<file path="src/rtl/core/brle_pkg.sv">
// Shared types and constants for the bit vector run length extractor.
package brle_pkg;

    localparam int BitsPerByte = 8;
    // Run end positions: a level change before bit 0..7, plus the flush slot.
    localparam int NumPos      = BitsPerByte + 1;
    localparam int PosBits     = 4;
    localparam int ScaleBits   = 8;
    localparam int DurBits     = 24;
    localparam int ProdBits    = 40;

    localparam logic [ScaleBits-1:0] ScaleReset  = 8'd64;
    localparam logic [DurBits-1:0]   DurationMax = 24'hFF_FFFF;

    // Run end markers of the byte in the run register.
    typedef struct packed {
        logic [NumPos-1:0] mask;
        logic [NumPos-1:0] level;
    } slot_ctl_t;

    // Emitter back to scanner: which run end left this cycle.
    typedef struct packed {
        logic               take;
        logic [PosBits-1:0] pos;
    } emit_stat_t;

endpackage

</file>
<file path="src/rtl/core/brle_scan.sv">
// Byte scanner: finds run ends in one byte, keeps the open run state.
module brle_scan #(
    parameter int RUN_COUNT_BITS = 16
) (
    input  logic                                             clk,
    input  logic                                             rst_n,
    input  logic                                             in_valid,
    output logic                                             in_ready,
    input  logic [brle_pkg::BitsPerByte-1:0]                 sample_byte,
    input  logic                                             last_byte,
    input  brle_pkg::emit_stat_t                             stat,
    output brle_pkg::slot_ctl_t                              slot,
    output logic [brle_pkg::NumPos-1:0][RUN_COUNT_BITS-1:0]  lengths
);

    logic                          prev_level_reg, prev_level_next;
    logic                          have_prev_reg, have_prev_next;
    logic [RUN_COUNT_BITS-1:0]     run_length_reg, run_length_next;
    logic [brle_pkg::NumPos-1:0]   mask_reg, mask_next;
    logic [brle_pkg::NumPos-1:0]   level_reg;
    logic [brle_pkg::NumPos-1:0][RUN_COUNT_BITS-1:0] len_reg;

    logic [brle_pkg::NumPos-1:0]   bnd;
    logic [brle_pkg::NumPos-1:0]   lvl;
    logic [brle_pkg::NumPos-1:0][RUN_COUNT_BITS-1:0] len;
    logic [RUN_COUNT_BITS-1:0]     carried;
    logic [brle_pkg::NumPos-1:0]   mask_after;
    logic                          accept;

    // Run ends and lengths for the incoming byte, all positions in parallel.
    always_comb
    begin
        logic                      found;
        logic [2:0]                start;
        logic [RUN_COUNT_BITS:0]   sum;
        carried = have_prev_reg ? run_length_reg : '0;
        bnd[0]  = have_prev_reg && (sample_byte[0] != prev_level_reg);
        lvl[0]  = prev_level_reg;
        for (int j = 1; j < brle_pkg::BitsPerByte; j++)
        begin
            bnd[j] = sample_byte[j] != sample_byte[j-1];
        end
        bnd[brle_pkg::BitsPerByte] = last_byte;
        for (int j = 1; j < brle_pkg::NumPos; j++)
        begin
            lvl[j] = sample_byte[j-1];
        end
        for (int j = 0; j < brle_pkg::NumPos; j++)
        begin
            found = 1'b0;
            start = '0;
            for (int k = 0; k < brle_pkg::BitsPerByte; k++)
            begin
                if (k < j && bnd[k])
                begin
                    found = 1'b1;
                    start = 3'(k);
                end
            end
            // no earlier end in this byte: run continues from the carried count
            sum = {1'b0, carried} + (RUN_COUNT_BITS+1)'(j);
            if (found)
                len[j] = RUN_COUNT_BITS'(j) - RUN_COUNT_BITS'(start);
            else if (sum[RUN_COUNT_BITS])
                len[j] = '1;
            else
                len[j] = sum[RUN_COUNT_BITS-1:0];
        end
    end

    always_comb
    begin
        mask_after            = mask_reg;
        mask_after[stat.pos]  = 1'b0;
        in_ready = (mask_reg == '0) || (stat.take && (mask_after == '0));
        accept   = in_valid && in_ready;

        prev_level_next = prev_level_reg;
        have_prev_next  = have_prev_reg;
        run_length_next = run_length_reg;
        mask_next       = stat.take ? mask_after : mask_reg;
        if (accept)
        begin
            mask_next = bnd;
            if (last_byte)
            begin
                prev_level_next = 1'b0;
                have_prev_next  = 1'b0;
                run_length_next = '0;
            end
            else
            begin
                prev_level_next = sample_byte[brle_pkg::BitsPerByte-1];
                have_prev_next  = 1'b1;
                run_length_next = len[brle_pkg::BitsPerByte];
            end
        end
    end

    always_ff @(posedge clk or negedge rst_n)
    begin
        if (!rst_n)
        begin
            prev_level_reg <= 1'b0;
            have_prev_reg  <= 1'b0;
            run_length_reg <= '0;
            mask_reg       <= '0;
        end
        else
        begin
            prev_level_reg <= prev_level_next;
            have_prev_reg  <= have_prev_next;
            run_length_reg <= run_length_next;
            mask_reg       <= mask_next;
        end
    end

    always_ff @(posedge clk)
    begin
        if (accept)
        begin
            level_reg <= lvl;
            len_reg   <= len;
        end
    end

    assign slot.mask  = mask_reg;
    assign slot.level = level_reg;
    assign lengths    = len_reg;

    a_accept_only_when_drained: assert property (@(posedge clk) disable iff (!rst_n)
        accept |-> (mask_reg == '0) || (stat.take && $countones(mask_reg) == 1))
        else $error("byte accepted while earlier runs still pending");

    a_flush_clears_state: assert property (@(posedge clk) disable iff (!rst_n)
        (accept && last_byte) |=> (!have_prev_reg && run_length_reg == '0))
        else $error("run state not cleared after final byte");

    a_open_run_nonzero: assert property (@(posedge clk) disable iff (!rst_n)
        have_prev_reg |-> (run_length_reg != '0))
        else $error("open run has zero length");

endmodule

</file>
<file path="src/rtl/core/brle_emit.sv">
// Run emitter: one finished run per cycle while out_ready allows, scaled and saturated, into the output register.
module brle_emit #(
    parameter int RUN_COUNT_BITS = 16
) (
    input  logic                                             clk,
    input  logic                                             rst_n,
    input  logic                                             cfg_write_en,
    input  logic [brle_pkg::ScaleBits-1:0]                   cfg_write_data,
    input  brle_pkg::slot_ctl_t                              slot,
    input  logic [brle_pkg::NumPos-1:0][RUN_COUNT_BITS-1:0]  lengths,
    output brle_pkg::emit_stat_t                             stat,
    output logic                                             out_valid,
    input  logic                                             out_ready,
    output logic [brle_pkg::DurBits-1:0]                     run_duration,
    output logic                                             run_was_low,
    output logic                                             last_of_item
);

    logic [brle_pkg::ScaleBits-1:0]  scale_reg;
    logic                            valid_reg, valid_next;
    logic [brle_pkg::DurBits-1:0]    dur_reg;
    logic                            low_reg;
    logic                            last_reg;

    logic [brle_pkg::PosBits-1:0]    pos;
    logic [brle_pkg::NumPos-1:0]     remaining;
    logic                            take;
    logic [brle_pkg::ProdBits-1:0]   prod;
    logic [brle_pkg::DurBits-1:0]    dur;

    always_comb
    begin
        // lowest pending run end goes first
        pos = '0;
        for (int j = brle_pkg::NumPos - 1; j >= 0; j--)
        begin
            if (slot.mask[j])
                pos = brle_pkg::PosBits'(j);
        end
        remaining      = slot.mask;
        remaining[pos] = 1'b0;
        take = (slot.mask != '0) && (!valid_reg || out_ready);

        prod = brle_pkg::ProdBits'(lengths[pos]) * brle_pkg::ProdBits'(scale_reg);
        if (prod[brle_pkg::ProdBits-1:brle_pkg::DurBits] != '0)
            dur = brle_pkg::DurationMax;
        else
            dur = prod[brle_pkg::DurBits-1:0];

        if (take)
            valid_next = 1'b1;
        else if (out_ready)
            valid_next = 1'b0;
        else
            valid_next = valid_reg;
    end

    always_ff @(posedge clk or negedge rst_n)
    begin
        if (!rst_n)
        begin
            scale_reg <= brle_pkg::ScaleReset;
            valid_reg <= 1'b0;
        end
        else
        begin
            if (cfg_write_en)
                scale_reg <= cfg_write_data;
            valid_reg <= valid_next;
        end
    end

    always_ff @(posedge clk)
    begin
        if (take)
        begin
            dur_reg  <= dur;
            low_reg  <= ~slot.level[pos];
            last_reg <= (remaining == '0);
        end
    end

    assign stat.take    = take;
    assign stat.pos     = pos;
    assign out_valid    = valid_reg;
    assign run_duration = dur_reg;
    assign run_was_low  = low_reg;
    assign last_of_item = last_reg;

    a_take_loads_output: assert property (@(posedge clk) disable iff (!rst_n)
        take |=> valid_reg)
        else $error("emitted run did not reach the output register");

    a_last_marks_drain: assert property (@(posedge clk) disable iff (!rst_n)
        (take && remaining == '0) |=> last_reg)
        else $error("final run of a byte not marked");

endmodule

</file>
<file path="src/rtl/core/bit_vector_run_length_extractor.sv">
// Top level of the bit vector run length extractor.
// Takes captured line samples a byte at a time (bit 0 earliest) and reports each
// finished run of equal samples as run_duration = run length x duration_scale
// (saturated at 24 bits) with run_was_low giving its level; last_of_item marks
// the final run a byte produced, and last_byte flushes the open run so the next
// byte starts a new capture. The scanner finds every run end of a byte in the
// cycle it is accepted; the emitter then sends one run per cycle, while out_ready
// allows, through a RUN_COUNT_BITS x 8 multiply into the output register, and
// takes the next byte as a byte's last run leaves. A byte gives at most 9 runs (a
// change at every bit including bit 0, plus the flush); one that closes no run
// leaves in_ready high. The run counter saturates at 2^RUN_COUNT_BITS - 1.
module bit_vector_run_length_extractor #(
    parameter int RUN_COUNT_BITS = 16
) (
    input  logic         clk,
    input  logic         rst_n,
    input  logic         cfg_write_en,
    input  logic [7:0]   cfg_write_data,
    input  logic         in_valid,
    output logic         in_ready,
    input  logic [7:0]   sample_byte,
    input  logic         last_byte,
    output logic         out_valid,
    input  logic         out_ready,
    output logic [23:0]  run_duration,
    output logic         run_was_low,
    output logic         last_of_item
);

    brle_pkg::slot_ctl_t   slot;
    brle_pkg::emit_stat_t  stat;
    logic [brle_pkg::NumPos-1:0][RUN_COUNT_BITS-1:0] lengths;

    brle_scan #(
        .RUN_COUNT_BITS (RUN_COUNT_BITS)
    ) u_scan (
        .clk         (clk),
        .rst_n       (rst_n),
        .in_valid    (in_valid),
        .in_ready    (in_ready),
        .sample_byte (sample_byte),
        .last_byte   (last_byte),
        .stat        (stat),
        .slot        (slot),
        .lengths     (lengths)
    );

    brle_emit #(
        .RUN_COUNT_BITS (RUN_COUNT_BITS)
    ) u_emit (
        .clk            (clk),
        .rst_n          (rst_n),
        .cfg_write_en   (cfg_write_en),
        .cfg_write_data (cfg_write_data),
        .slot           (slot),
        .lengths        (lengths),
        .stat           (stat),
        .out_valid      (out_valid),
        .out_ready      (out_ready),
        .run_duration   (run_duration),
        .run_was_low    (run_was_low),
        .last_of_item   (last_of_item)
    );

endmodule

</file>
<file path="config.mk">
export PLATFORM = sky130hd
export DESIGN_NAME = bit_vector_run_length_extractor
export DESIGN_NICKNAME = d
export VERILOG_FILES = /design/src/rtl/core/brle_pkg.sv /design/src/rtl/core/brle_scan.sv /design/src/rtl/core/brle_emit.sv /design/src/rtl/core/bit_vector_run_length_extractor.sv
export SDC_FILE = /design/constraint.sdc
export NUM_CORES = 1
export LEC_CHECK = 0
export BUFFER_PORTS_ARGS = -buffer_cell sky130_fd_sc_hd__buf_2
export CORE_MARGIN = 2
export CORE_UTILIZATION = 55
export CTS_CLUSTER_SIZE = 28
export DETAILED_ROUTE_END_ITERATION = 6
export GPL_TIMING_DRIVEN = 0
export PLACE_DENSITY = 0.72
export SLEW_MARGIN = 10
export SYNTH_ARGS = -nofsm -noshare
export SYNTH_HDL_FRONTEND = slang
export SYNTH_SLANG_ARGS = --single-unit
</file>
<file path="constraint.sdc">
create_clock -name clk -period 7.7 [get_ports clk]
set_input_delay 0.385 -clock clk [delete_from_list [all_inputs] [get_ports clk]]
set_output_delay 0.385 -clock clk [all_outputs]
set_load 0.1 [all_outputs]
</file>
==> results.cfg, run 1 <==
[outcome]
status = complete, no violations

[job]
cap_violations = 0

[global_route]
grt_util_all_layers = 0.342
grt-ovfl-total = 0
grt_pass1_vias = 13300
grt_pass1_wl_mm = 78.1
antenna_found_initial = 0
grt_max_degree = 91

[placed_design]
dp_cells = 2090
globalplace.congestion = 1.01
dpl.hpwl_mm = 38.2
portBuffers = 49

[yosys]
ys_types = 82
synth_area_leader_cell = edfxtp_1
netlist_area_um2 = 16000
synth_top_family_by_area = simple AND/OR/NAND/NOR gates
synth_top_area_share = 0.336
synth-main-ff-cell = edfxtp_1
synth_seq_cells = 215
syn_avg_cell_area_um2 = 9.65
yosys-mux-area-fraction = 0.0110
synthTopCellsByCount = edfxtp_1, nand2_1, nor2_1
yosys_warnings = 0
synth_nets = 1819
synth_adder_area_share = 0.150
yosys.area_share.simple = 0.167
synth_cells = 1656
yosysMostFrequentCell = edfxtp_1
netlist_top_cells_area = edfxtp_1, fa_1, dfrtp_1
synth_compound_area_frac = 0.166
ys_seq_area_frac = 0.393
synth_edf_count = 179
synthArstFlopShare = 0.167
synthXorXnorAreaFrac = 0.0521

[timing]
drv_slew = 0
relSlewSlack = 0.314
max_freq_mhz = 134
layout_min_cycle_time_ns = 7.46
period_share = 0.969
worst_slew_pin_slew_ns = 1.02
clock_skew_ns = 0.0268
setup_violations = 0
rsz0062_at_grt = no
hold_viol = 0
fin_hold_ws_ns = 0.0174
setup_tns_ns = 0

[setup_path]
crit_arrival_ns = 7.74
critical_path_class = reg2reg
regToRegEndpoint = u_emit.run_duration[21]$_DFFE_PP_
worst_setup_path_end_kind = flop
reg2reg_slack_ns = 0.24
start_kind = flop
worst-path-max-fanout = 10
r2r_cells = 21
required_ns = 7.98
reg2reg_from = u_scan.mask_reg[2]$_DFFE_PN0P_

[floorplanning]
row_count = 62
core_um2 = 28600
ioPinCount = 50
die_y_um = 174
die_w_um = 174
start_util = 0.558
die_area_um2 = 30400

[clock_network]
h-tree-depth = 1
cts_sinks = 215
cts_buffers = 26
worstSkewPairLatency_ns = 0.56
clkTransAtPathRegs_ns = 0.06
cts_buffer_depth = 3
cts-root-buf = clkbuf_16
tritoncts = done

[min_path]
hold_path_class = in2reg
hold_depth = 1
min_from = sample_byte[3]
whs_endpoint = u_scan.level_reg[4]$_DFFE_PP_

[detailed_routing]
wl_per_cell_um = 24.3
via_per_inst = 6.28
drcViolationCount = 0
wirelength_mm = 52.0
final_antenna_net_count = 0
route.vias.total = 13500
detail_route.iter0.violations = 1794
firstDrtPassIters = 6

[final_layout]
layout.nets = 1901
drive_gt1_frac = 0.104
area_growth_syn_to_layout_pct = 10.8
instances_no_fill = 2142
largest_register_ff_count = 144
n_antenna_cell = 0
[area by class of cell]
| type | instances | area [um2] |
|---|---|---|
| tap | 384 | 480 |
| clock inverter | 13 | 118 |
| multi-input combinational | 1197 | 8820 |
| buffer | 94 | 425 |
| fill | 2470 | 10900 |
| sequential | 215 | 6280 |
| inverter | 150 | 563 |
| clock buffer | 35 | 714 |
| timing repair buffer | 54 | 305 |
[placed cells by master, fill, tap and decap left out, types with 10 or more instances in the layout]
master / n
o21ai_0: 42
inv_1: 142
a2111oi_0: 19
xor2_1: 12
o221ai_1: 13
and2_0: 10
xnor2_1: 83
a21o_1: 19
mux2_2: 11
clkbuf_1: 71
nor3_1: 28
a31oi_1: 15
nor2_1: 150
nand2_1: 156
and2_1: 69
o31a_1: 10
dfrtp_1: 35
buf_2: 64
a21oi_1: 148
edfxtp_1: 179
a211oi_1: 15
nand2b_1: 10
ha_1: 57
clkbuf_16: 26
nand3_1: 47
fa_1: 84
clkinv_1: 10
and3_1: 18
or2_2: 17
[stage by stage]
step / worst slack, ns / area [um2] / util
after detailed placement: -0.113 / 16700 / 0.585
after global routing: 0.0124 / 17700 / 0.618
after global placement: -0.0379 / 16700 / 0.583
final: 0.241 / 17700 / 0.618
after floorplan: 1.46 / 16000 / -
after CTS: 0.0114 / 17600 / 0.615
[kinds of logic (layout without fill, tap and decap cells)]
kind of cell | after synthesis | in the layout
adders and majority gates | 141 | 141
AOI/OAI and AO/OA | 390 | 390
buffers and inverters | 244 | 346
DFF | 215 | 215
muxes | 15 | 15
and+or+nand+nor | 556 | 556
xor gates and xnor gates | 95 | 95
[worst max-delay path by stage]
| stage | start | endpoint | slack (ns) | cells after the start |
|---|---|---|---|---|
| after detailed placement | u_scan.mask_reg[5]$_DFFE_PN0P_ | u_emit.run_duration[21]$_DFFE_PP_ | -0.11 | 21 |
| after CTS | u_scan.mask_reg[6]$_DFFE_PN0P_ | u_emit.run_duration[21]$_DFFE_PP_ | 0.01 | 22 |
| final | u_scan.mask_reg[2]$_DFFE_PN0P_ | u_emit.run_duration[21]$_DFFE_PP_ | 0.24 | 21 |
| after global placement | u_scan.mask_reg[5]$_DFFE_PN0P_ | u_emit.run_duration[21]$_DFFE_PP_ | -0.04 | 21 |
| after global routing | u_scan.mask_reg[3]$_DFFE_PN0P_ | u_emit.run_duration[21]$_DFFE_PP_ | 0.01 | 23 |
| after floorplan | u_scan.mask_reg[6]$_DFFE_PN0P_ | u_emit.run_duration[14]$_DFFE_PP_ | 1.46 | 23 |
[timing repair]
item,4_1_cts,5_1_grt
setup buffers,0,3
hold buffers,1,0
resized for setup,4,15
cloned,0,0
endpoints found under the setup margin,2,8
pin swaps,1,1
hold endpoints to repair,22,0
[layer usage]
metal / track usage / part of all wire / up-vias
li1: - / - / 5976
met1: 0.425 / 0.37 / 6497
met2: 0.563 / 0.47 / 787
met3: 0.0580 / 0.091 / 194
met4: 0.202 / 0.065 / 0
met5: 0 / 0 / -
[worst max-delay path, stage by stage, from the launching register on]
cell,delay (ns)
dfrtp_1,0.33
buf_2,0.25
nor4b_1,0.11
o21ai_2,0.52
clkbuf_1,0.63
nor2_1,0.10
a311oi_1,0.57
o2111ai_2,0.42
nor2_1,0.26
fa_1,0.47
fa_1,0.47
fa_1,0.55
inv_1,0.05
fa_1,0.52
inv_1,0.04
ha_1,0.36
and3_1,0.23
a221oi_2,0.43
nand2_1,0.10
o21a_1,0.24
o41ai_1,0.37
xnor2_1,0.12
Power of run 1 is left out: the tool's default activity adds up to more than one toggle a clock period on the data nets, which glitch-free logic cannot reach.
==> run 2, diff against run 1 <==
--- a/config.mk
+++ b/config.mk
@@ -10,7 +10,7 @@
 export CORE_UTILIZATION = 55
 export CTS_CLUSTER_SIZE = 28
 export DETAILED_ROUTE_END_ITERATION = 6
-export GPL_TIMING_DRIVEN = 0
+export GPL_TIMING_DRIVEN = 1
 export PLACE_DENSITY = 0.72
 export SLEW_MARGIN = 10
 export SYNTH_ARGS = -nofsm -noshare
==> constraint.sdc (replaced) <==
create_clock -name clk -period 7.7 [get_ports clk]
set_input_delay 0.385 -clock clk [delete_from_list [all_inputs] [get_ports clk]]
set_output_delay 0.385 -clock clk [all_outputs]
set_load 0.005 [all_outputs]
==> run 2 against run 1 <==
Against the previous run:
- critical endpoint is now u_emit.run_duration[14]$_DFFE_PP_
- critical path type unchanged
- via count fell by 3.5%
- utilization is 1.1 points lower
- setup slack improved by 0.21 ns
- first-iteration DRC count decreased by 26%
==> results.cfg, run 2 (synthesis results as in run 1) <==
[outcome]
status = complete, no violations

[setup_path]
crit_top_cell = fa_1
worst_setup_path_end_kind = flop
critPathBufInv = 4
cp_cell_sequence = nor2_1, a211o_1, buf_4, a2111oi_0, o31a_1, a211oi_2, nand2_1, fa_1, fa_1, inv_1, fa_1, inv_1, fa_1, inv_1, ha_1, and3_1, o21ai_0, a21oi_1, a2111oi_0, a21oi_1, xor2_1
required_ns = 7.98
crit_arrival_ns = 7.53
max_stage_delay_ns = 0.72
crit_family = compound AO/OA/AOI/OAI gates
slowest_stage = a2111oi_0
critical_path_class = reg2reg
start_kind = flop
worst-path-max-fanout = 16

[floorplanning]
start_util = 0.558
die_area_um2 = 30400
die_w_um = 174
row_count = 62
die_y_um = 174
core_um2 = 28600
ioPinCount = 50

[final_layout]
layout.nets = 1832
instances_no_fill = 2072
largest_register_ff_count = 144
drive_gt1_frac = 0.105
n_antenna_cell = 0
area_growth_syn_to_layout_pct = 8.82
mostFrequentLayoutCells = edfxtp_1, nand2_1, nor2_1
final_common_cell = edfxtp_1
final_util = 0.607

[clock_network]
tritoncts = done
worstSkewPairLatency_ns = 0.57
cts_buffer_depth = 3
cts-root-buf = clkbuf_16
h-tree-depth = 1
cts_sinks = 215
cts_buffers = 25
clkTransAtPathRegs_ns = 0.06
post_cts_buffers = 0

[global_route]
grt_max_degree = 115
grt_pass1_vias = 12700
antenna_found_initial = 0
grt_pass1_wl_mm = 74.2
grt_util_all_layers = 0.317
grt-ovfl-total = 0

[timing]
drv_slew = 0
rsz0062_at_grt = no
hold_viol = 0
max_freq_mhz = 138
period_share = 0.942
worst_slew_pin_slew_ns = 1.14
relSlewSlack = 0.237
setup_tns_ns = 0
setup_violations = 0
clock_skew_ns = 0.0404
fin_hold_ws_ns = 0.0462
layout_min_cycle_time_ns = 7.25

[detailed_routing]
firstDrtPassIters = 6
route.vias.total = 13000
detail_route.iter0.violations = 1321
final_antenna_net_count = 0
wl_per_cell_um = 23.1
via_per_inst = 6.26
drcViolationCount = 0
wirelength_mm = 47.8

[placed_design]
dpl.hpwl_mm = 34.5
dp_cells = 2025
globalplace.congestion = 1.03
portBuffers = 49

[min_path]
hold_path_class = in2reg

[job]
cap_violations = 0
## run 2: cell count changes in the layout (fill, tap and decap cells not counted), moves of 3 or more
cell,delta
clkbuf_1,-67
o2111ai_1,+6
a211oi_2,+4
o2111ai_2,-6
a211oi_4,-4
bufinv_16,+3
buf_6,-5
clkbuf_2,-4
buf_2,-15
clkbuf_8,-3
buf_1,-4
buf_4,+27
## run 2: metrics by stage
stage	area, um2	setup WS, ns
floorplan	16000	1.46
global placement	16500	0.749
detailed placement	16500	0.638
CTS	17400	0.597
global route	17400	0.0619
finish	17400	0.449
## run 2: final timing paths
path,slack [ns],depth (start not counted),startpoint,endpoint
max,0.45,21,u_scan.mask_reg[3]$_DFFE_PN0P_,u_emit.run_duration[14]$_DFFE_PP_
max in group asynchronous,6.59,2,rst_n,u_emit.scale_reg[4]$_DFFE_PN0P_
min,0.05,3,cfg_write_data[0],u_emit.scale_reg[0]$_DFFE_PN0P_
min in group asynchronous,0.47,2,rst_n,u_scan.run_length_reg[8]$_DFFE_PN0P_
max reg2reg,0.45,21,u_scan.mask_reg[3]$_DFFE_PN0P_,u_emit.run_duration[14]$_DFFE_PP_
min reg2reg,0.57,1,u_scan.run_length_reg[15]$_DFFE_PN0P_,u_scan.run_length_reg[15]$_DFFE_PN0P_
## run 2: per-layer routing
layer	share of wire	routed length, um	global-route usage	up-vias
li1	-	-	-	5850
met1	0.39	18500	0.405	6323
met2	0.48	23000	0.532	661
met3	0.084	4030	0.0540	144
met4	0.050	2400	0.141	0
met5	0	0	0	-
## run 2: worst min-delay path: stages
cell and delay (ns):
buf_2 0.08, nand2_1 0.04, o21ai_0 0.05
## run 2: area by class of cell
type,instances,area [um2]
Clock buffer,29,641
Clock inverter,17,200
Tap cell,384,480
Inverter,150,568
Fill cell,2448,11200
Multi-Input combinational cell,1197,8740
Timing Repair Buffer,80,480
Sequential cell,215,6280
## run 2: repair_timing
item                                    in CTS  in global routing
endpoints found under the hold margin       27                  0
gates resized for setup                      0                  1
endpoints found under the setup margin       0                  1
hold buffers                                 1                  0
Power of run 2 is left out for the same reason.
